### config.mk
export PLATFORM = sky130hd
export DESIGN_NAME = detection_position_gate
export DESIGN_NICKNAME = d
export VERILOG_FILES = /design/src/rtl/dpg_pkg.sv /design/src/rtl/dpg_ram.sv /design/src/rtl/dpg_div.sv /design/src/rtl/dpg_datapath.sv /design/src/rtl/dpg_ctrl.sv /design/src/rtl/detection_position_gate.sv
export SDC_FILE = /design/constraint.sdc
export NUM_CORES = 2
export LEC_CHECK = 0
export ABC_AREA = 1
export ABC_CLOCK_PERIOD_IN_PS = 9200
export CAP_MARGIN = 20
export CELL_PAD_IN_SITES_DETAIL_PLACEMENT = 1
export CELL_PAD_IN_SITES_GLOBAL_PLACEMENT = 2
export CORE_MARGIN = 8
export CORE_UTILIZATION = 38
export DETAILED_ROUTE_END_ITERATION = 12
export DONT_BUFFER_PORTS = 1
export PLACE_DENSITY_LB_ADDON = 0.1
export REMOVE_ABC_BUFFERS = 1
export SYNTH_ARGS = -nofsm -noshare
export SYNTH_HDL_FRONTEND = slang
export SYNTH_SLANG_ARGS = --single-unit
### constraint.sdc
create_clock -name clk_i -period 9.2 [get_ports clk_i]
set_input_delay 0.92 -clock clk_i [delete_from_list [all_inputs] [get_ports clk_i]]
set_output_delay 0.92 -clock clk_i [all_outputs]
set_load 0.005 [all_outputs]
### src/rtl/dpg_pkg.sv
// Shared types, constants and codes for the detection position gate.
`default_nettype none

package dpg_pkg;

  // Coordinate format: signed Q12.4 pixels.
  localparam int COORD_BITS = 16;
  localparam int FRAC_BITS  = 4;

  // Default number of history slots.
  localparam int HIST_DEPTH_DEF = 8;

  // Register field widths.
  localparam int JUMP_W   = 16;
  localparam int WARM_W   = 8;
  localparam int HLEN_W   = 4;
  localparam int FRAME_W  = 12;
  localparam int SCORE_W  = 16;
  localparam int CFG_IDX_W  = 3;
  localparam int CFG_DATA_W = 16;
  localparam int RUN_W    = 8;
  localparam int STATUS_W = 3;

  // Operand width of the shared squaring multiplier.
  localparam int MUL_W = 16;

  // Register indexes on the configuration port.
  localparam logic [CFG_IDX_W-1:0] CFG_MAX_JUMP       = 3'd0;
  localparam logic [CFG_IDX_W-1:0] CFG_WARMUP_COUNT   = 3'd1;
  localparam logic [CFG_IDX_W-1:0] CFG_HISTORY_LEN    = 3'd2;
  localparam logic [CFG_IDX_W-1:0] CFG_FRAME_WIDTH    = 3'd3;
  localparam logic [CFG_IDX_W-1:0] CFG_FRAME_HEIGHT   = 3'd4;
  localparam logic [CFG_IDX_W-1:0] CFG_MIN_CONFIDENCE = 3'd5;

  // Register values after reset.
  localparam logic [JUMP_W-1:0]  RST_MAX_JUMP       = 16'd1600;
  localparam logic [WARM_W-1:0]  RST_WARMUP_COUNT   = 8'd3;
  localparam logic [HLEN_W-1:0]  RST_HISTORY_LEN    = 4'd5;
  localparam logic [FRAME_W-1:0] RST_FRAME_WIDTH    = 12'd640;
  localparam logic [FRAME_W-1:0] RST_FRAME_HEIGHT   = 12'd480;
  localparam logic [SCORE_W-1:0] RST_MIN_CONFIDENCE = 16'd19661;

  // Largest run count.
  localparam logic [RUN_W-1:0] RUN_MAX = 8'd255;

  // Item kinds.
  localparam logic KIND_CHECK = 1'b0;
  localparam logic KIND_CLEAR = 1'b1;

  // Result status codes.
  typedef enum logic [STATUS_W-1:0] {
    STS_OK       = 3'd0,
    STS_OUTSIDE  = 3'd1,
    STS_LOW_CONF = 3'd2,
    STS_JUMP     = 3'd3,
    STS_WARMUP   = 3'd4,
    STS_CLEARED  = 3'd5
  } status_e;

  // Controller states.
  typedef enum logic [3:0] {
    ST_IDLE,
    ST_CHECK,
    ST_SQ_X,
    ST_SQ_Y,
    ST_SQ_LIM,
    ST_JUDGE,
    ST_RD_OLD,
    ST_COMMIT,
    ST_STATUS,
    ST_AVG,
    ST_DIV,
    ST_OUT
  } state_e;

  // Operand choice of the squaring multiplier.
  typedef enum logic [1:0] {
    MUL_NONE,
    MUL_DX,
    MUL_DY,
    MUL_LIM
  } mul_sel_e;

  // Input word.
  typedef struct packed {
    logic                         kind;
    logic signed [COORD_BITS-1:0] pos_x;
    logic signed [COORD_BITS-1:0] pos_y;
    logic [SCORE_W-1:0]           score;
  } in_item_t;

  // Result word.
  typedef struct packed {
    logic                         accepted;
    logic [STATUS_W-1:0]          status;
    logic signed [COORD_BITS-1:0] avg_x;
    logic signed [COORD_BITS-1:0] avg_y;
    logic signed [COORD_BITS-1:0] prev_x;
    logic signed [COORD_BITS-1:0] prev_y;
    logic [RUN_W-1:0]             run_count;
  } out_item_t;

  // Commands from the controller to the datapath.
  typedef struct packed {
    logic     load_item;
    logic     clear_track;
    mul_sel_e mul_sel;
    logic     run_reset;
    logic     rd_old;
    logic     commit;
    logic     set_status;
    status_e  status_val;
    logic     div_start;
    logic     out_load;
  } dp_cmd_t;

  // Status flags from the datapath to the controller.
  typedef struct packed {
    logic kind;
    logic outside;
    logic low_conf;
    logic have_last;
    logic jump;
    logic warming;
    logic few_entries;
    logic div_done;
  } dp_sts_t;

endpackage

`default_nettype wire

### src/rtl/dpg_ram.sv
// Generic single-write, single-read RAM with registered read data.
`default_nettype none

module dpg_ram #(
  parameter int WIDTH = 32,
  parameter int DEPTH = 8,
  localparam int ADDR_W = (DEPTH > 1) ? $clog2(DEPTH) : 1
) (
  input  wire logic                    clk_i,
  input  wire logic                    we_i,
  input  wire logic [ADDR_W-1:0]       waddr_i,
  input  wire logic [WIDTH-1:0]        wdata_i,
  input  wire logic                    re_i,
  input  wire logic [ADDR_W-1:0]       raddr_i,
  output logic [WIDTH-1:0]             rdata_o
);

  logic [WIDTH-1:0] mem_q [DEPTH];
  logic [WIDTH-1:0] rdata_q;

  // Write port.
  always_ff @(posedge clk_i) begin
    if (we_i) begin
      mem_q[waddr_i] <= wdata_i;
    end
  end

  // Registered read port.
  always_ff @(posedge clk_i) begin
    if (re_i) begin
      rdata_q <= mem_q[raddr_i];
    end
  end

  assign rdata_o = rdata_q;

endmodule

`default_nettype wire

### src/rtl/dpg_div.sv
// Restoring divider, one quotient bit per cycle, for the history average.
`default_nettype none

module dpg_div #(
  parameter int NUM_W = 20,
  parameter int DEN_W = 4
) (
  input  wire logic             clk_i,
  input  wire logic             rst_ni,
  input  wire logic             start_i,
  input  wire logic [NUM_W-1:0] num_i,
  input  wire logic [DEN_W-1:0] den_i,
  output logic                  done_o,
  output logic [NUM_W-1:0]      quot_o
);

  localparam int CNT_W = $clog2(NUM_W + 1);

  logic [NUM_W-1:0] quot_q, quot_d;
  logic [DEN_W-1:0] rem_q, rem_d;
  logic [DEN_W-1:0] den_q, den_d;
  logic [CNT_W-1:0] cnt_q, cnt_d;
  logic             busy_q, busy_d;
  logic             done_q, done_d;
  logic [DEN_W:0]   rem_sh;
  logic [DEN_W:0]   rem_sub;
  logic             fits;

  // One restoring step: shift in the next dividend bit, subtract if it fits.
  always_comb begin
    rem_sh  = {rem_q, quot_q[NUM_W-1]};
    fits    = (rem_sh >= {1'b0, den_q});
    rem_sub = rem_sh - {1'b0, den_q};
  end

  // Iteration control.
  always_comb begin
    quot_d = quot_q;
    rem_d  = rem_q;
    den_d  = den_q;
    cnt_d  = cnt_q;
    busy_d = busy_q;
    done_d = done_q;
    if (start_i) begin
      quot_d = num_i;
      rem_d  = '0;
      den_d  = den_i;
      cnt_d  = CNT_W'(NUM_W);
      busy_d = 1'b1;
      done_d = 1'b0;
    end else if (busy_q) begin
      quot_d = {quot_q[NUM_W-2:0], fits};
      rem_d  = fits ? rem_sub[DEN_W-1:0] : rem_sh[DEN_W-1:0];
      cnt_d  = cnt_q - 1'b1;
      if (cnt_q == CNT_W'(1)) begin
        busy_d = 1'b0;
        done_d = 1'b1;
      end
    end
  end

  always_ff @(posedge clk_i or negedge rst_ni) begin
    if (!rst_ni) begin
      cnt_q  <= '0;
      busy_q <= 1'b0;
      done_q <= 1'b0;
    end else begin
      cnt_q  <= cnt_d;
      busy_q <= busy_d;
      done_q <= done_d;
    end
  end

  always_ff @(posedge clk_i) begin
    quot_q <= quot_d;
    rem_q  <= rem_d;
    den_q  <= den_d;
  end

  assign done_o = done_q;
  assign quot_o = quot_q;

endmodule

`default_nettype wire

### src/rtl/dpg_datapath.sv
// Datapath: registers, checks, squaring multiplier, history ring and averaging.
`default_nettype none

module dpg_datapath #(
  parameter int HIST_DEPTH = dpg_pkg::HIST_DEPTH_DEF
) (
  input  wire logic                                clk_i,
  input  wire logic                                rst_ni,
  input  wire logic                                cfg_valid_i,
  input  wire logic [dpg_pkg::CFG_IDX_W-1:0]       cfg_index_i,
  input  wire logic [dpg_pkg::CFG_DATA_W-1:0]      cfg_data_i,
  input  wire dpg_pkg::in_item_t                   in_data_i,
  input  wire dpg_pkg::dp_cmd_t                    cmd_i,
  output dpg_pkg::dp_sts_t                         sts_o,
  output dpg_pkg::out_item_t                       out_data_o
);

  localparam int CB     = dpg_pkg::COORD_BITS;
  localparam int FILL_W = $clog2(HIST_DEPTH + 1);
  localparam int IDX_W  = (HIST_DEPTH > 1) ? $clog2(HIST_DEPTH) : 1;
  localparam int SUM_W  = CB + FILL_W;
  localparam int ENT_W  = 2 * CB;
  localparam int MW     = dpg_pkg::MUL_W;

  // Configuration registers.
  logic [dpg_pkg::JUMP_W-1:0]  max_jump_q;
  logic [dpg_pkg::WARM_W-1:0]  warmup_q;
  logic [dpg_pkg::HLEN_W-1:0]  hist_len_q;
  logic [dpg_pkg::FRAME_W-1:0] frame_w_q;
  logic [dpg_pkg::FRAME_W-1:0] frame_h_q;
  logic [dpg_pkg::SCORE_W-1:0] min_conf_q;

  // Track state.
  dpg_pkg::in_item_t      item_q;
  logic signed [CB-1:0]   last_x_q, last_x_d;
  logic signed [CB-1:0]   last_y_q, last_y_d;
  logic                   have_last_q, have_last_d;
  logic [dpg_pkg::RUN_W-1:0] streak_q, streak_d;
  logic [FILL_W-1:0]      fill_q, fill_d;
  logic [IDX_W-1:0]       head_q, head_d;
  logic [SUM_W-1:0]       sum_x_q, sum_x_d;
  logic [SUM_W-1:0]       sum_y_q, sum_y_d;
  dpg_pkg::status_e       status_q, status_d;

  // Jump test.
  logic [2*MW:0]          acc_q;
  logic [2*MW-1:0]        lim_q;
  logic signed [CB:0]     dx, dy;
  logic [MW-1:0]          ux, uy;
  logic [MW-1:0]          mul_a;
  logic [2*MW-1:0]        prod;

  // History ring.
  logic [FILL_W-1:0]      limit;
  logic [FILL_W:0]        head_ext, fill_ext, old_ext;
  logic [IDX_W-1:0]       old_idx;
  logic                   drop;
  logic [ENT_W-1:0]       ring_rdata;
  logic [SUM_W-1:0]       old_x, old_y, new_x, new_y;

  // Averaging and result.
  logic                   x_done, y_done;
  logic [SUM_W-1:0]       quot_x, quot_y;
  logic                   few;
  dpg_pkg::out_item_t     out_q, out_d;

  // Configuration writes; unknown indexes are ignored.
  always_ff @(posedge clk_i or negedge rst_ni) begin
    if (!rst_ni) begin
      max_jump_q <= dpg_pkg::RST_MAX_JUMP;
      warmup_q   <= dpg_pkg::RST_WARMUP_COUNT;
      hist_len_q <= dpg_pkg::RST_HISTORY_LEN;
      frame_w_q  <= dpg_pkg::RST_FRAME_WIDTH;
      frame_h_q  <= dpg_pkg::RST_FRAME_HEIGHT;
      min_conf_q <= dpg_pkg::RST_MIN_CONFIDENCE;
    end else if (cfg_valid_i) begin
      case (cfg_index_i)
        dpg_pkg::CFG_MAX_JUMP:       max_jump_q <= cfg_data_i;
        dpg_pkg::CFG_WARMUP_COUNT:   warmup_q   <= cfg_data_i[dpg_pkg::WARM_W-1:0];
        dpg_pkg::CFG_HISTORY_LEN:    hist_len_q <= cfg_data_i[dpg_pkg::HLEN_W-1:0];
        dpg_pkg::CFG_FRAME_WIDTH:    frame_w_q  <= cfg_data_i[dpg_pkg::FRAME_W-1:0];
        dpg_pkg::CFG_FRAME_HEIGHT:   frame_h_q  <= cfg_data_i[dpg_pkg::FRAME_W-1:0];
        dpg_pkg::CFG_MIN_CONFIDENCE: min_conf_q <= cfg_data_i;
        default: ;
      endcase
    end
  end

  // Input word capture.
  always_ff @(posedge clk_i) begin
    if (cmd_i.load_item) begin
      item_q <= in_data_i;
    end
  end

  // Absolute distances to the last centre; both points are non-negative here.
  always_comb begin
    dx = (CB+1)'(item_q.pos_x) - (CB+1)'(last_x_q);
    dy = (CB+1)'(item_q.pos_y) - (CB+1)'(last_y_q);
    ux = dx[CB] ? MW'(-dx) : MW'(dx);
    uy = dy[CB] ? MW'(-dy) : MW'(dy);
  end

  // Shared squaring multiplier: dx, then dy, then the jump limit.
  always_comb begin
    case (cmd_i.mul_sel)
      dpg_pkg::MUL_DX:  mul_a = ux;
      dpg_pkg::MUL_DY:  mul_a = uy;
      dpg_pkg::MUL_LIM: mul_a = MW'(max_jump_q);
      default:          mul_a = '0;
    endcase
    prod = mul_a * mul_a;
  end

  always_ff @(posedge clk_i) begin
    case (cmd_i.mul_sel)
      dpg_pkg::MUL_DX:  acc_q <= {1'b0, prod};
      dpg_pkg::MUL_DY:  acc_q <= acc_q + {1'b0, prod};
      dpg_pkg::MUL_LIM: lim_q <= prod;
      default: ;
    endcase
  end

  // Effective history length, held between one and the ring depth.
  always_comb begin
    if (hist_len_q == '0) begin
      limit = FILL_W'(1);
    end else if (32'(hist_len_q) > HIST_DEPTH) begin
      limit = FILL_W'(HIST_DEPTH);
    end else begin
      limit = FILL_W'(hist_len_q);
    end
  end

  // Slot of the oldest entry and whether the next push drops it.
  always_comb begin
    head_ext = (FILL_W+1)'(head_q);
    fill_ext = {1'b0, fill_q};
    if (fill_ext > head_ext) begin
      old_ext = head_ext + (FILL_W+1)'(HIST_DEPTH) - fill_ext;
    end else begin
      old_ext = head_ext - fill_ext;
    end
    old_idx = old_ext[IDX_W-1:0];
    drop    = (fill_q >= limit);
  end

  // The ring keeps x in the low half and y in the high half of each entry.
  dpg_ram #(
    .WIDTH (ENT_W),
    .DEPTH (HIST_DEPTH)
  ) u_ring (
    .clk_i   (clk_i),
    .we_i    (cmd_i.commit),
    .waddr_i (head_q),
    .wdata_i ({item_q.pos_y, item_q.pos_x}),
    .re_i    (cmd_i.rd_old),
    .raddr_i (old_idx),
    .rdata_o (ring_rdata)
  );

  // Accepted centres are non-negative, so they extend with zeros.
  always_comb begin
    old_x = drop ? SUM_W'(ring_rdata[CB-1:0]) : '0;
    old_y = drop ? SUM_W'(ring_rdata[ENT_W-1:CB]) : '0;
    new_x = SUM_W'(unsigned'(item_q.pos_x));
    new_y = SUM_W'(unsigned'(item_q.pos_y));
  end

  // Track state update.
  always_comb begin
    last_x_d    = last_x_q;
    last_y_d    = last_y_q;
    have_last_d = have_last_q;
    streak_d    = streak_q;
    fill_d      = fill_q;
    head_d      = head_q;
    sum_x_d     = sum_x_q;
    sum_y_d     = sum_y_q;
    status_d    = status_q;
    if (cmd_i.clear_track) begin
      last_x_d    = '0;
      last_y_d    = '0;
      have_last_d = 1'b0;
      streak_d    = '0;
      fill_d      = '0;
      head_d      = '0;
      sum_x_d     = '0;
      sum_y_d     = '0;
    end else if (cmd_i.run_reset) begin
      streak_d = '0;
    end else if (cmd_i.commit) begin
      last_x_d    = item_q.pos_x;
      last_y_d    = item_q.pos_y;
      have_last_d = 1'b1;
      if (streak_q != dpg_pkg::RUN_MAX) begin
        streak_d = streak_q + 1'b1;
      end
      if (!drop) begin
        fill_d = fill_q + 1'b1;
      end
      head_d  = (head_q == IDX_W'(HIST_DEPTH - 1)) ? '0 : head_q + 1'b1;
      sum_x_d = sum_x_q - old_x + new_x;
      sum_y_d = sum_y_q - old_y + new_y;
    end
    if (cmd_i.set_status) begin
      status_d = cmd_i.status_val;
    end
  end

  always_ff @(posedge clk_i or negedge rst_ni) begin
    if (!rst_ni) begin
      last_x_q    <= '0;
      last_y_q    <= '0;
      have_last_q <= 1'b0;
      streak_q    <= '0;
      fill_q      <= '0;
      head_q      <= '0;
      sum_x_q     <= '0;
      sum_y_q     <= '0;
      status_q    <= dpg_pkg::STS_CLEARED;
    end else begin
      last_x_q    <= last_x_d;
      last_y_q    <= last_y_d;
      have_last_q <= have_last_d;
      streak_q    <= streak_d;
      fill_q      <= fill_d;
      head_q      <= head_d;
      sum_x_q     <= sum_x_d;
      sum_y_q     <= sum_y_d;
      status_q    <= status_d;
    end
  end

  // Serial dividers for the two running sums.
  dpg_div #(
    .NUM_W (SUM_W),
    .DEN_W (FILL_W)
  ) u_div_x (
    .clk_i   (clk_i),
    .rst_ni  (rst_ni),
    .start_i (cmd_i.div_start),
    .num_i   (sum_x_q),
    .den_i   (fill_q),
    .done_o  (x_done),
    .quot_o  (quot_x)
  );

  dpg_div #(
    .NUM_W (SUM_W),
    .DEN_W (FILL_W)
  ) u_div_y (
    .clk_i   (clk_i),
    .rst_ni  (rst_ni),
    .start_i (cmd_i.div_start),
    .num_i   (sum_y_q),
    .den_i   (fill_q),
    .done_o  (y_done),
    .quot_o  (quot_y)
  );

  // With fewer than two entries the average is the last centre.
  assign few = ({1'b0, fill_q} < (FILL_W+1)'(2));

  // Result register.
  always_comb begin
    out_d           = out_q;
    out_d.accepted  = (status_q == dpg_pkg::STS_OK);
    out_d.status    = status_q;
    out_d.avg_x     = few ? last_x_q : signed'(quot_x[CB-1:0]);
    out_d.avg_y     = few ? last_y_q : signed'(quot_y[CB-1:0]);
    out_d.prev_x    = last_x_q;
    out_d.prev_y    = last_y_q;
    out_d.run_count = streak_q;
  end

  always_ff @(posedge clk_i) begin
    if (cmd_i.out_load) begin
      out_q <= out_d;
    end
  end

  assign out_data_o = out_q;

  // Flags for the controller.
  always_comb begin
    sts_o.kind        = (item_q.kind == dpg_pkg::KIND_CLEAR);
    sts_o.outside     = item_q.pos_x[CB-1] || item_q.pos_y[CB-1] ||
                        ((CB+1)'(unsigned'(item_q.pos_x)) >=
                         (CB+1)'({frame_w_q, {dpg_pkg::FRAC_BITS{1'b0}}})) ||
                        ((CB+1)'(unsigned'(item_q.pos_y)) >=
                         (CB+1)'({frame_h_q, {dpg_pkg::FRAC_BITS{1'b0}}}));
    sts_o.low_conf    = (item_q.score < min_conf_q);
    sts_o.have_last   = have_last_q;
    sts_o.jump        = (acc_q > {1'b0, lim_q});
    sts_o.warming     = (streak_q < warmup_q);
    sts_o.few_entries = few;
    sts_o.div_done    = x_done && y_done;
  end

  // The ring never holds more entries than it has slots.
  a_fill_bound: assert property (@(posedge clk_i) disable iff (!rst_ni)
    {1'b0, fill_q} <= (FILL_W+1)'(HIST_DEPTH))
    else $error("history fill count exceeds ring depth");

  // Without a last centre there is no history and no run.
  a_empty_track: assert property (@(posedge clk_i) disable iff (!rst_ni)
    !have_last_q |-> (fill_q == '0) && (streak_q == '0))
    else $error("history or run count present without a last centre");

endmodule

`default_nettype wire

### src/rtl/dpg_ctrl.sv
// Controller: sequences one word through check, jump test, history update and average.
`default_nettype none

module dpg_ctrl (
  input  wire logic             clk_i,
  input  wire logic             rst_ni,
  input  wire logic             in_valid_i,
  output logic                  in_ready_o,
  output logic                  out_valid_o,
  input  wire logic             out_ready_i,
  input  wire dpg_pkg::dp_sts_t sts_i,
  output dpg_pkg::dp_cmd_t      cmd_o
);

  dpg_pkg::state_e state_q, state_d;
  logic            out_valid_q, out_valid_d;
  logic            out_free;

  // The result register can take a new word when empty or being drained.
  assign out_free = !out_valid_q || out_ready_i;

  // Next state.
  always_comb begin
    state_d = state_q;
    case (state_q)
      dpg_pkg::ST_IDLE: begin
        if (in_valid_i) state_d = dpg_pkg::ST_CHECK;
      end
      dpg_pkg::ST_CHECK: begin
        if (sts_i.kind) begin
          state_d = dpg_pkg::ST_OUT;
        end else if (sts_i.outside || sts_i.low_conf) begin
          state_d = dpg_pkg::ST_AVG;
        end else if (!sts_i.have_last) begin
          state_d = dpg_pkg::ST_RD_OLD;
        end else begin
          state_d = dpg_pkg::ST_SQ_X;
        end
      end
      dpg_pkg::ST_SQ_X:   state_d = dpg_pkg::ST_SQ_Y;
      dpg_pkg::ST_SQ_Y:   state_d = dpg_pkg::ST_SQ_LIM;
      dpg_pkg::ST_SQ_LIM: state_d = dpg_pkg::ST_JUDGE;
      dpg_pkg::ST_JUDGE: begin
        state_d = sts_i.jump ? dpg_pkg::ST_AVG : dpg_pkg::ST_RD_OLD;
      end
      dpg_pkg::ST_RD_OLD: state_d = dpg_pkg::ST_COMMIT;
      dpg_pkg::ST_COMMIT: state_d = dpg_pkg::ST_STATUS;
      dpg_pkg::ST_STATUS: state_d = dpg_pkg::ST_AVG;
      dpg_pkg::ST_AVG: begin
        state_d = sts_i.few_entries ? dpg_pkg::ST_OUT : dpg_pkg::ST_DIV;
      end
      dpg_pkg::ST_DIV: begin
        if (sts_i.div_done) state_d = dpg_pkg::ST_OUT;
      end
      dpg_pkg::ST_OUT: begin
        if (out_free) state_d = dpg_pkg::ST_IDLE;
      end
      default: state_d = dpg_pkg::ST_IDLE;
    endcase
  end

  // Commands for the current state.
  always_comb begin
    cmd_o            = '0;
    cmd_o.mul_sel    = dpg_pkg::MUL_NONE;
    cmd_o.status_val = dpg_pkg::STS_OK;
    in_ready_o       = 1'b0;
    case (state_q)
      dpg_pkg::ST_IDLE: begin
        in_ready_o      = 1'b1;
        cmd_o.load_item = in_valid_i;
      end
      dpg_pkg::ST_CHECK: begin
        if (sts_i.kind) begin
          cmd_o.clear_track = 1'b1;
          cmd_o.set_status  = 1'b1;
          cmd_o.status_val  = dpg_pkg::STS_CLEARED;
        end else if (sts_i.outside) begin
          cmd_o.set_status = 1'b1;
          cmd_o.status_val = dpg_pkg::STS_OUTSIDE;
        end else if (sts_i.low_conf) begin
          cmd_o.set_status = 1'b1;
          cmd_o.status_val = dpg_pkg::STS_LOW_CONF;
        end
      end
      dpg_pkg::ST_SQ_X:   cmd_o.mul_sel = dpg_pkg::MUL_DX;
      dpg_pkg::ST_SQ_Y:   cmd_o.mul_sel = dpg_pkg::MUL_DY;
      dpg_pkg::ST_SQ_LIM: cmd_o.mul_sel = dpg_pkg::MUL_LIM;
      dpg_pkg::ST_JUDGE: begin
        if (sts_i.jump) begin
          cmd_o.run_reset  = 1'b1;
          cmd_o.set_status = 1'b1;
          cmd_o.status_val = dpg_pkg::STS_JUMP;
        end
      end
      dpg_pkg::ST_RD_OLD: cmd_o.rd_old = 1'b1;
      dpg_pkg::ST_COMMIT: cmd_o.commit = 1'b1;
      dpg_pkg::ST_STATUS: begin
        cmd_o.set_status = 1'b1;
        cmd_o.status_val = sts_i.warming ? dpg_pkg::STS_WARMUP : dpg_pkg::STS_OK;
      end
      dpg_pkg::ST_AVG: cmd_o.div_start = !sts_i.few_entries;
      dpg_pkg::ST_DIV: ;
      dpg_pkg::ST_OUT: cmd_o.out_load = out_free;
      default: ;
    endcase
  end

  // Result valid flag: set on load, cleared when the word is taken.
  always_comb begin
    out_valid_d = out_valid_q;
    if (cmd_o.out_load) begin
      out_valid_d = 1'b1;
    end else if (out_ready_i) begin
      out_valid_d = 1'b0;
    end
  end

  always_ff @(posedge clk_i or negedge rst_ni) begin
    if (!rst_ni) begin
      state_q     <= dpg_pkg::ST_IDLE;
      out_valid_q <= 1'b0;
    end else begin
      state_q     <= state_d;
      out_valid_q <= out_valid_d;
    end
  end

  assign out_valid_o = out_valid_q;

  // A waiting result is never overwritten.
  a_no_overwrite: assert property (@(posedge clk_i) disable iff (!rst_ni)
    cmd_o.out_load |-> (!out_valid_q || out_ready_i))
    else $error("result register loaded while a word is still waiting");

  // Only one word is in work at a time.
  a_one_in_work: assert property (@(posedge clk_i) disable iff (!rst_ni)
    (in_valid_i && in_ready_o) |=> !in_ready_o)
    else $error("input taken while a word is still in work");

endmodule

`default_nettype wire

### src/rtl/detection_position_gate.sv
// Top level of the detection position gate: controller, datapath and port wiring.
//
// Usage: each input word on in_data_i is either a detection (centre x, y in
// signed Q12.4 pixels and a Q0.16 score) or a clear command. For every input
// word exactly one result word appears on out_data_o: status, accepted flag,
// history average, last accepted centre and run count.
// Channels: in_valid_i/in_ready_o and out_valid_o/out_ready_i are valid/ready
// pairs; a word moves when both are high. Registers are written on the
// cfg_valid_i/cfg_ready_o channel (cfg_ready_o is always high) with the
// register number on cfg_index_i; write them only while the block is idle.
// Flow: a clear goes from the check straight to the result. A detection passes
// the check and, where it needs them, the jump test and the history update;
// when at least two centres are held, bit-serial dividers then form the average
// one quotient bit per step over sums of SUM_W = 16 + clog2(HIST_DEPTH + 1) bits.
// Only one word is in work at a time; the next word is taken once the previous
// result sits in the output register, even if it is not yet taken.
// Reset: registers return to their defaults, the track and history empty.
// Stall: a result waits in the output register while out_ready_i is low; a
// following result waits in the controller until that register is free.
`default_nettype none

module detection_position_gate #(
  parameter int HIST_DEPTH = dpg_pkg::HIST_DEPTH_DEF
) (
  input  wire logic                           clk_i,
  input  wire logic                           rst_ni,
  input  wire logic                           cfg_valid_i,
  output logic                                cfg_ready_o,
  input  wire logic [dpg_pkg::CFG_IDX_W-1:0]  cfg_index_i,
  input  wire logic [dpg_pkg::CFG_DATA_W-1:0] cfg_data_i,
  input  wire logic                           in_valid_i,
  output logic                                in_ready_o,
  input  wire dpg_pkg::in_item_t              in_data_i,
  output logic                                out_valid_o,
  input  wire logic                           out_ready_i,
  output dpg_pkg::out_item_t                  out_data_o
);

  dpg_pkg::dp_cmd_t cmd;
  dpg_pkg::dp_sts_t sts;

  // Register writes never stall.
  assign cfg_ready_o = 1'b1;

  dpg_ctrl u_ctrl (
    .clk_i       (clk_i),
    .rst_ni      (rst_ni),
    .in_valid_i  (in_valid_i),
    .in_ready_o  (in_ready_o),
    .out_valid_o (out_valid_o),
    .out_ready_i (out_ready_i),
    .sts_i       (sts),
    .cmd_o       (cmd)
  );

  dpg_datapath #(
    .HIST_DEPTH (HIST_DEPTH)
  ) u_datapath (
    .clk_i       (clk_i),
    .rst_ni      (rst_ni),
    .cfg_valid_i (cfg_valid_i),
    .cfg_index_i (cfg_index_i),
    .cfg_data_i  (cfg_data_i),
    .in_data_i   (in_data_i),
    .cmd_i       (cmd),
    .sts_o       (sts),
    .out_data_o  (out_data_o)
  );

endmodule

`default_nettype wire
## Word-level counts from Yosys, hierarchy flattened

Memories as Yosys holds them, arrays and structs flattened. A register that Yosys moved wholly into a read port is not among the register bits.
Index checks and enable logic that the tools add are counted.

| word-level totals | value |
|---|---|
| logic and storage cells | 224 |
| output and inout bits | 79 |
| register bits after elaboration | 420 |
| bits in latches | 0 |
| bits in read-only memories | 0 |
| RAM bits | 256 |
| memories | 1 |

Memories:

| name | depth | width | read ports | clocked after memory_dff | write ports | line | source |
|---|---|---|---|---|---|---|---|
| u_datapath.u_ring.mem_q | 8 | 32 | 1 | 1 | 1 | dpg_ram.sv:18 | `logic [WIDTH-1:0] mem_q [DEPTH];` |

| operators by class | value |
|---|---|
| bitwise gates (word level) | 0 |
| magnitude comparators | 11 |
| add/sub/neg operators | 19 |
| shift operators | 0 |
| div/mod/pow operators | 0 |
| multiply operators | 1 |
| eq/ne operators | 28 |
| mux-type cells | 90 |
| reduce and logical (&&, ||, !) cells | 33 |

Operator list:

| kind | count |
|---|---|
| $mux W20 | 10 |
| $mux W16 | 12 |
| $mux W4 | 18 |
| $pmux W33 S2 | 1 |
| $pmux W16 S3 | 1 |
| $pmux W4 S12 | 1 |
| $add A20 B16 Y20 | 2 |
| $sub A20 B20 Y20 | 2 |
| $sub A16 B16 Y17 | 2 |
| $add A33 B32 Y33 | 1 |
| $gt A33 B32 Y1 | 1 |
| $ge A16 B16 Y1 | 2 |
| $mul A16 B16 Y32 | 1 |
| $mux W8 | 4 |
| $neg A16 Y16 | 2 |
| $mux W1 | 30 |
| $mux W3 | 7 |
| $mux W5 | 4 |
| $reduce_and A2 Y1 | 10 |
| $eq A4 B3 Y1 const B | 4 |
| $eq A4 B4 Y1 const B | 4 |
| $lt A16 B16 Y1 | 1 |
| $reduce_bool A2 Y1 | 7 |
| $pmux W4 S3 | 1 |
| other kinds (31) | 54 |

## Depth between registers and ports, before layout

| logic depth | value |
|---|---|
| depth after elaboration | 10 |
| depth in mapped cells | 58 |

## By module

Synthesis repeated with hierarchy kept, for this count alone.

| unflattened totals | value |
|---|---|
| cell total of the unflattened synthesis | 5,085 |
| area total of the unflattened synthesis | 45,407.3 µm² |

By module, submodules not included:

| module | area each (µm²) | instances | cells each |
|---|---|---|---|
| dpg_datapath | 29,419.5 | 1 | 3,493 |
| dpg_ram | 12,192.9 | 1 | 1,156 |
| dpg_div | 1,649.1 | 2 | 174 |
| dpg_ctrl | 485.5 | 1 | 86 |
| detection_position_gate | 11.3 | 1 | 2 |

## Worst setup path before layout

No wires, ideal clock.

| timing path | value |
|---|---|
| path kind | register -> register |
| start | register u_ctrl.state_q[0] |
| end | register u_datapath.acc_q[30] (data pin) |
| setup slack | -0.087 ns |
| library setup time | 0.271 ns |
| stages on the path, launching flop included | 43 |
| arrival | 9.016 ns |
| buffers on the path | 2 |
| path through | dfrtp_1 nor2_1 inv_1 nor2_1 a21oi_1 inv_1 ha_1 clkbuf_1 clkbuf_1 nand2_1 nand3_4 nand2_4 inv_2 nand2_1 fa_1 inv_1 fa_1 fa_1 (+7 left out) o21ai_0 o21bai_1 a21oi_1 inv_1 a21oi_2 inv_1 a21oi_1 xnor2_1 ha_1 nand2_1 nor4_1 nand3_1 nand3_1 a21o_1 nand2_1 o211ai_1 or2_2 a31oi_1 |

| on the way | value |
|---|---|
| word-level cells in the longest chain between the ends | 7 |
| elaborated cells between the ends (all ways) | 11 |

Ends and longest elaborated chain:

| item | line | source |
|---|---|---|
| from (decl) | dpg_ctrl.sv:15 | `dpg_pkg::state_e state_q, state_d;` |
| from (signal assigned) | dpg_ctrl.sv:121 | `state_q <= dpg_pkg::ST_IDLE;` |
| from (signal assigned) | dpg_ctrl.sv:124 | `state_q <= state_d;` |
| $eq A4 B3 Y1 or $eq A4 B2 Y1 (tied branches) | dpg_ctrl.sv:68 | `case (state_q)` |
| $pmux W2 S3 * | dpg_ctrl.sv:68 |  |
| $eq A2 B2 Y1 or $eq A2 B1 Y1 (tied branches) | dpg_datapath.sv:106 | `case (cmd_i.mul_sel)` |
| $pmux W16 S3 * | dpg_datapath.sv:106 |  |
| $mul A16 B16 Y32 * | dpg_datapath.sv:112 | `prod = mul_a * mul_a;` |
| net u_datapath.prod[21] | dpg_datapath.sv:51 | `logic [2*MW-1:0] prod;` |
| $add A33 B32 Y33 * | dpg_datapath.sv:118 | `dpg_pkg::MUL_DY: acc_q <= acc_q + {1'b0, prod};` |
| $pmux W33 S2 * | dpg_datapath.sv:116 | `case (cmd_i.mul_sel)` |
| to (signal assigned) | dpg_datapath.sv:117 | `dpg_pkg::MUL_DX: acc_q <= {1'b0, prod};` |
| to (signal assigned) | dpg_datapath.sv:118 |  |
| to (decl) | dpg_datapath.sv:46 | `logic [2*MW:0] acc_q;` |

Mark *: on every way through the listed nets, which the timed path passes. The rest lies on a longest branch.
A chain may end at the register's enable or synchronous reset.

## Final worst setup path

| timing path | value |
|---|---|
| start | register u_datapath.item_q[22] in the netlist's numbering |
| end | register u_datapath.acc_q[29] (data pin) |

| on the way | value |
|---|---|
| word-level cells in the longest chain between the ends | 7 |

Ends and longest elaborated chain:

| item | line | source |
|---|---|---|
| from (decl) | dpg_datapath.sv:34 | `dpg_pkg::in_item_t item_q;` |
| from (signal assigned) | dpg_datapath.sv:92 | `item_q <= in_data_i;` |
| $sub A16 B16 Y17 * | dpg_datapath.sv:99 | `dy = (CB+1)'(item_q.pos_y) - (CB+1)'(last_y_q);` |
| $neg A16 Y16 | dpg_datapath.sv:101 | `uy = dy[CB] ? MW'(-dy) : MW'(dy);` |
| $mux W16 * | dpg_datapath.sv:101 |  |
| $pmux W16 S3 * | dpg_datapath.sv:106 |  |
| $mul A16 B16 Y32 * | dpg_datapath.sv:112 |  |
| net u_datapath.prod[23] | dpg_datapath.sv:51 |  |
| $add A33 B32 Y33 * | dpg_datapath.sv:118 |  |
| $pmux W33 S2 * | dpg_datapath.sv:116 |  |

Marks and branches as above.

==> reports/qor.csv <==
stage;metric;value;unit
run_status;status;complete, but fails checks;
run_status;violations;setup timing;
final_layout;final_common_cell;inv_1;
clocking;h-tree-depth;3;
detailed_routing;drt-met1-wl;72.99;mm
synthesis;synth_edf_count;521;
clocking;cts_tree;built;
detailed_routing;viasPerCell;5.098;
pwr;switching_share;24.66;%
sta;fin_worst_skew;0.03627;ns
detailed_routing;drc;0;
sta;worstMarginPinSlew;1.004;ns
placed_design;hpwl;112.0;mm
global_routing;grt_pass1_vias;36450;
global_routing;antenna_found_initial;14;
placed_design;routabilityCongestion;0.8646;
clocking;clock_tree.root_cell;clkbuf_16;
pwr;clkPwrFrac;46.5;%
sta;clock.fmax;0.1069;GHz
placed_design;portBuffers;0;
run;cap_violations;0;
floorplanning;start_util;38.06;%
sta;rsz0062_at_grt;yes;
detailed_routing;drt_iter0_drc;2335;
synthesis;synthDistinctLibCells;70;
floorplanning;die_w;356.2;um
pwr;switching_power;1.907;mW
floorplanning;ios;152;
floorplanning;die_area;126900;um^2
detailed_routing;num_vias;34980;
critical_path;startpoint_type;flip-flop;
critical_path;cp_max_fo;4;
sta;finalSetupViolations;6;
sta;final-hold-violation-count;0;
clocking;numCtsBuffers;84;
sta;holdWs;0.1446;ns
final_layout;post-route-util;48.61;%
clocking;clkSlewWorstSetupHoldPaths;0.06;ns
critical_path;reg2regPathDepth;58;
detailed_routing;dr.pass1.iters;5;
detailed_routing;wl_met3;8.876;mm
clocking;cts.path.max_buffers;3;
pwr;powerDensity;137.7;nW/um^2
detailed_routing;wirelength;151.0;mm
final_layout;drive_above_1_share;25.32;%
detailed_routing;ant_nets;0;
clocking;clk-insertion-delay-late;0.69;ns
global_routing;grt_pass1_wl;225.6;mm
synthesis;synth.avg_cell_area;9.538;um^2
sta;min_period;9.353;ns
sta;slew_viol_final;0;
global_routing;grt_use_total;23.46;%
clocking;cts_num_sinks;707;
synthesis;ys_seq_elements;707;
synthesis;netlist_area;43990;um^2
critical_path;path_class;reg2reg;
final_layout;area_growth;27.71;%
critical_path;crit_slowest_cell;fa_1;
floorplanning;rows;125;
pwr;seqPwrFrac;45.3;%
pwr;leakage;26.53;nW
detailed_routing;wl_per_cell;22.01;um
synthesis;async_flop_share;25.18;%
synthesis;yosysSeqAreaShare;46.12;%
critical_path;critPathRequiredTime;9.64;ns
pwr;pwr-share-comb;8.2;%
synthesis;synth.top_cells.by_area;edfxtp_1 (36%), fa_1 (9.0%), dfrtp_1 (8.8%), ha_1 (8.8%), inv_1 (7.4%);
critical_path;cp.arrival;9.80;ns
pwr;total_power;7.734;mW
floorplanning;die_y;356.2;um
sta;fin_ws;-0.1525;ns
pwr;p_int;5.827;mW
synthesis;synthCells;4612;
sta;max-slew-margin-rel;33.09;%
pwr;vdd_drop_max;160.7;uV
final_layout;finalNetCount;5839;
final_layout;final_cell_mix;inv_1 (820), nand2_1 (728), buf_4 (622), edfxtp_1 (521), o21ai_0 (344);
global_routing;grt_overflow_total;0;
worst_hold_path;hold_path.class;in2async;
detailed_routing;dr_wl_met2;65.91;mm
synthesis;ys.flop_type;edfxtp_1;
critical_path;end_kind;flip-flop;
global_routing;grt_max_degree;156;
synthesis;yosysTopAreaCell;edfxtp_1;
placed_design;pre_cts_ws;-0.8310;ns
synthesis;synth_top_area_share;35.56;%
floorplanning;coreArea;115600;um^2
critical_path;cpPeakStageDelay;0.55;ns
synthesis;synth_warnings;0;
detailed_routing;top_layer;met5;
sta;period_share;101.7;%
-- through the flow --
stage / std cells / instance area [um^2] / TNS [ns]
floorplan: 4497 / 43500 / -2.196
global placement: 6592 / 49970 / -6.830
detailed placement: 6592 / 49970 / -9.005
CTS: 6807 / 54730 / -0.02444
global route: 6858 / 56170 / -5.563
finish: 6862 / 56180 / -0.5618
-- timing repair --
action	CTS	global route
cloned	1	0
pin swaps	156	125
hold endpoints to repair	155	0
setup buffers	57	51
resized for setup	295	257
hold buffers	1	0
endpoints found under the setup margin	18	20
-- power by group through the flow --
stage	Combinational (mW)	Sequential, mW	Clock [mW]
after global placement	0.608	3.56	0
after CTS	0.646	3.50	3.67
after detailed placement	0.623	3.57	0
after global routing	0.736	3.51	3.78
after floorplan	0.462	3.55	0
final	0.638	3.50	3.59
-- per-layer routing --
layer	global-route usage, %	vias up
met5	0	-
met4	5.344	2
met3	4.017	167
met2	35.92	707
met1	34.64	17520
li1	-	16580
-- area by class of cell --
class / count / area [um^2]
Fill cell: 12890 / 59400
Multi-Input combinational cell: 2886 / 22160
Sequential cell: 707 / 20290
Timing Repair Buffer: 676 / 5408
Inverter: 904 / 3437
Clock buffer: 103 / 2306
Tap cell: 1524 / 1907
Clock inverter: 55 / 655.6
Antenna cell: 6 / 15.01
Timing Repair inverter: 1 / 8.758
-- worst paths after layout --
| path | start | to | slack (ns) |
|---|---|---|---|
| hold / removal | rst_ni | u_datapath.status_q[0] | 0.14 |
| min in group clk_i | in_data_i[23] | u_datapath.item_q[23] | 0.33 |
| setup reg to reg | u_datapath.item_q[22] | u_datapath.acc_q[29] | -0.15 |
| setup / recovery | u_datapath.item_q[22] | u_datapath.acc_q[29] | -0.15 |
| max in group asynchronous | rst_ni | u_datapath.streak_q[6] | 8.14 |
| hold reg to reg | u_datapath.last_y_q[15] | u_datapath.out_data_o[23] | 0.46 |
-- sequential cells by signal, indices dropped and copies added, names as in the netlist, 20 cells and up --
| name | flops |
|---|---|
| u_datapath.acc_q | 33 |
| u_datapath.item_q | 48 |
| u_datapath.lim_q | 31 |
| u_datapath.out_data_o | 76 |
| u_datapath.sum_x_q | 20 |
| u_datapath.sum_y_q | 20 |
| u_datapath.u_div_x.quot_o | 20 |
| u_datapath.u_div_y.quot_o | 20 |
| u_datapath.u_ring.mem_q | 256 |
| u_datapath.u_ring.rdata_o | 32 |
-- critical path, delay by kind of cell, from the launching register on --
family | cells | cell delay (ns)
fa+ha+maj | 9 | 3.84
simple gates | 26 | 2.22
buf+inv | 15 | 1.32
compound gates | 7 | 1.15
flops | 1 | 0.45
xor+xnor | 1 | 0.12
-- cell usage after synthesis (all sizes together), types with 4 or more instances --
cell	instances
nor3	47
a21oi	264
ha	309
buf	23
o221ai	4
nand2	844
o21bai	10
nor4	11
dfxtp	8
o211ai	49
clkbuf	92
dfstp	23
o31ai	4
o22ai	66
edfxtp	521
fa	197
nand3	158
a221oi	6
nand4	30
o21ai	389
a21o	16
and2	5
nand3b	15
inv	900
a31oi	45
a211oi	4
nor3b	4
or2	10
xnor2	41
xor2	45
dfrtp	155
mux2i	33
nor2	251
o21a	9
clkinv	4
-- cell families after synthesis --
logic type      count (synthesis)  share of synthesized area, %
simple gates                 1380                         13.58
buf+inv                      1019                         8.831
compound gates                880                         11.23
flops                         707                         46.12
fa+ha+maj                     506                         17.75
xor+xnor                       86                         1.729
mux                            33                        0.7509
other cells                     1                      0.008524
Note: power is estimated with default switching activity, not from simulation.
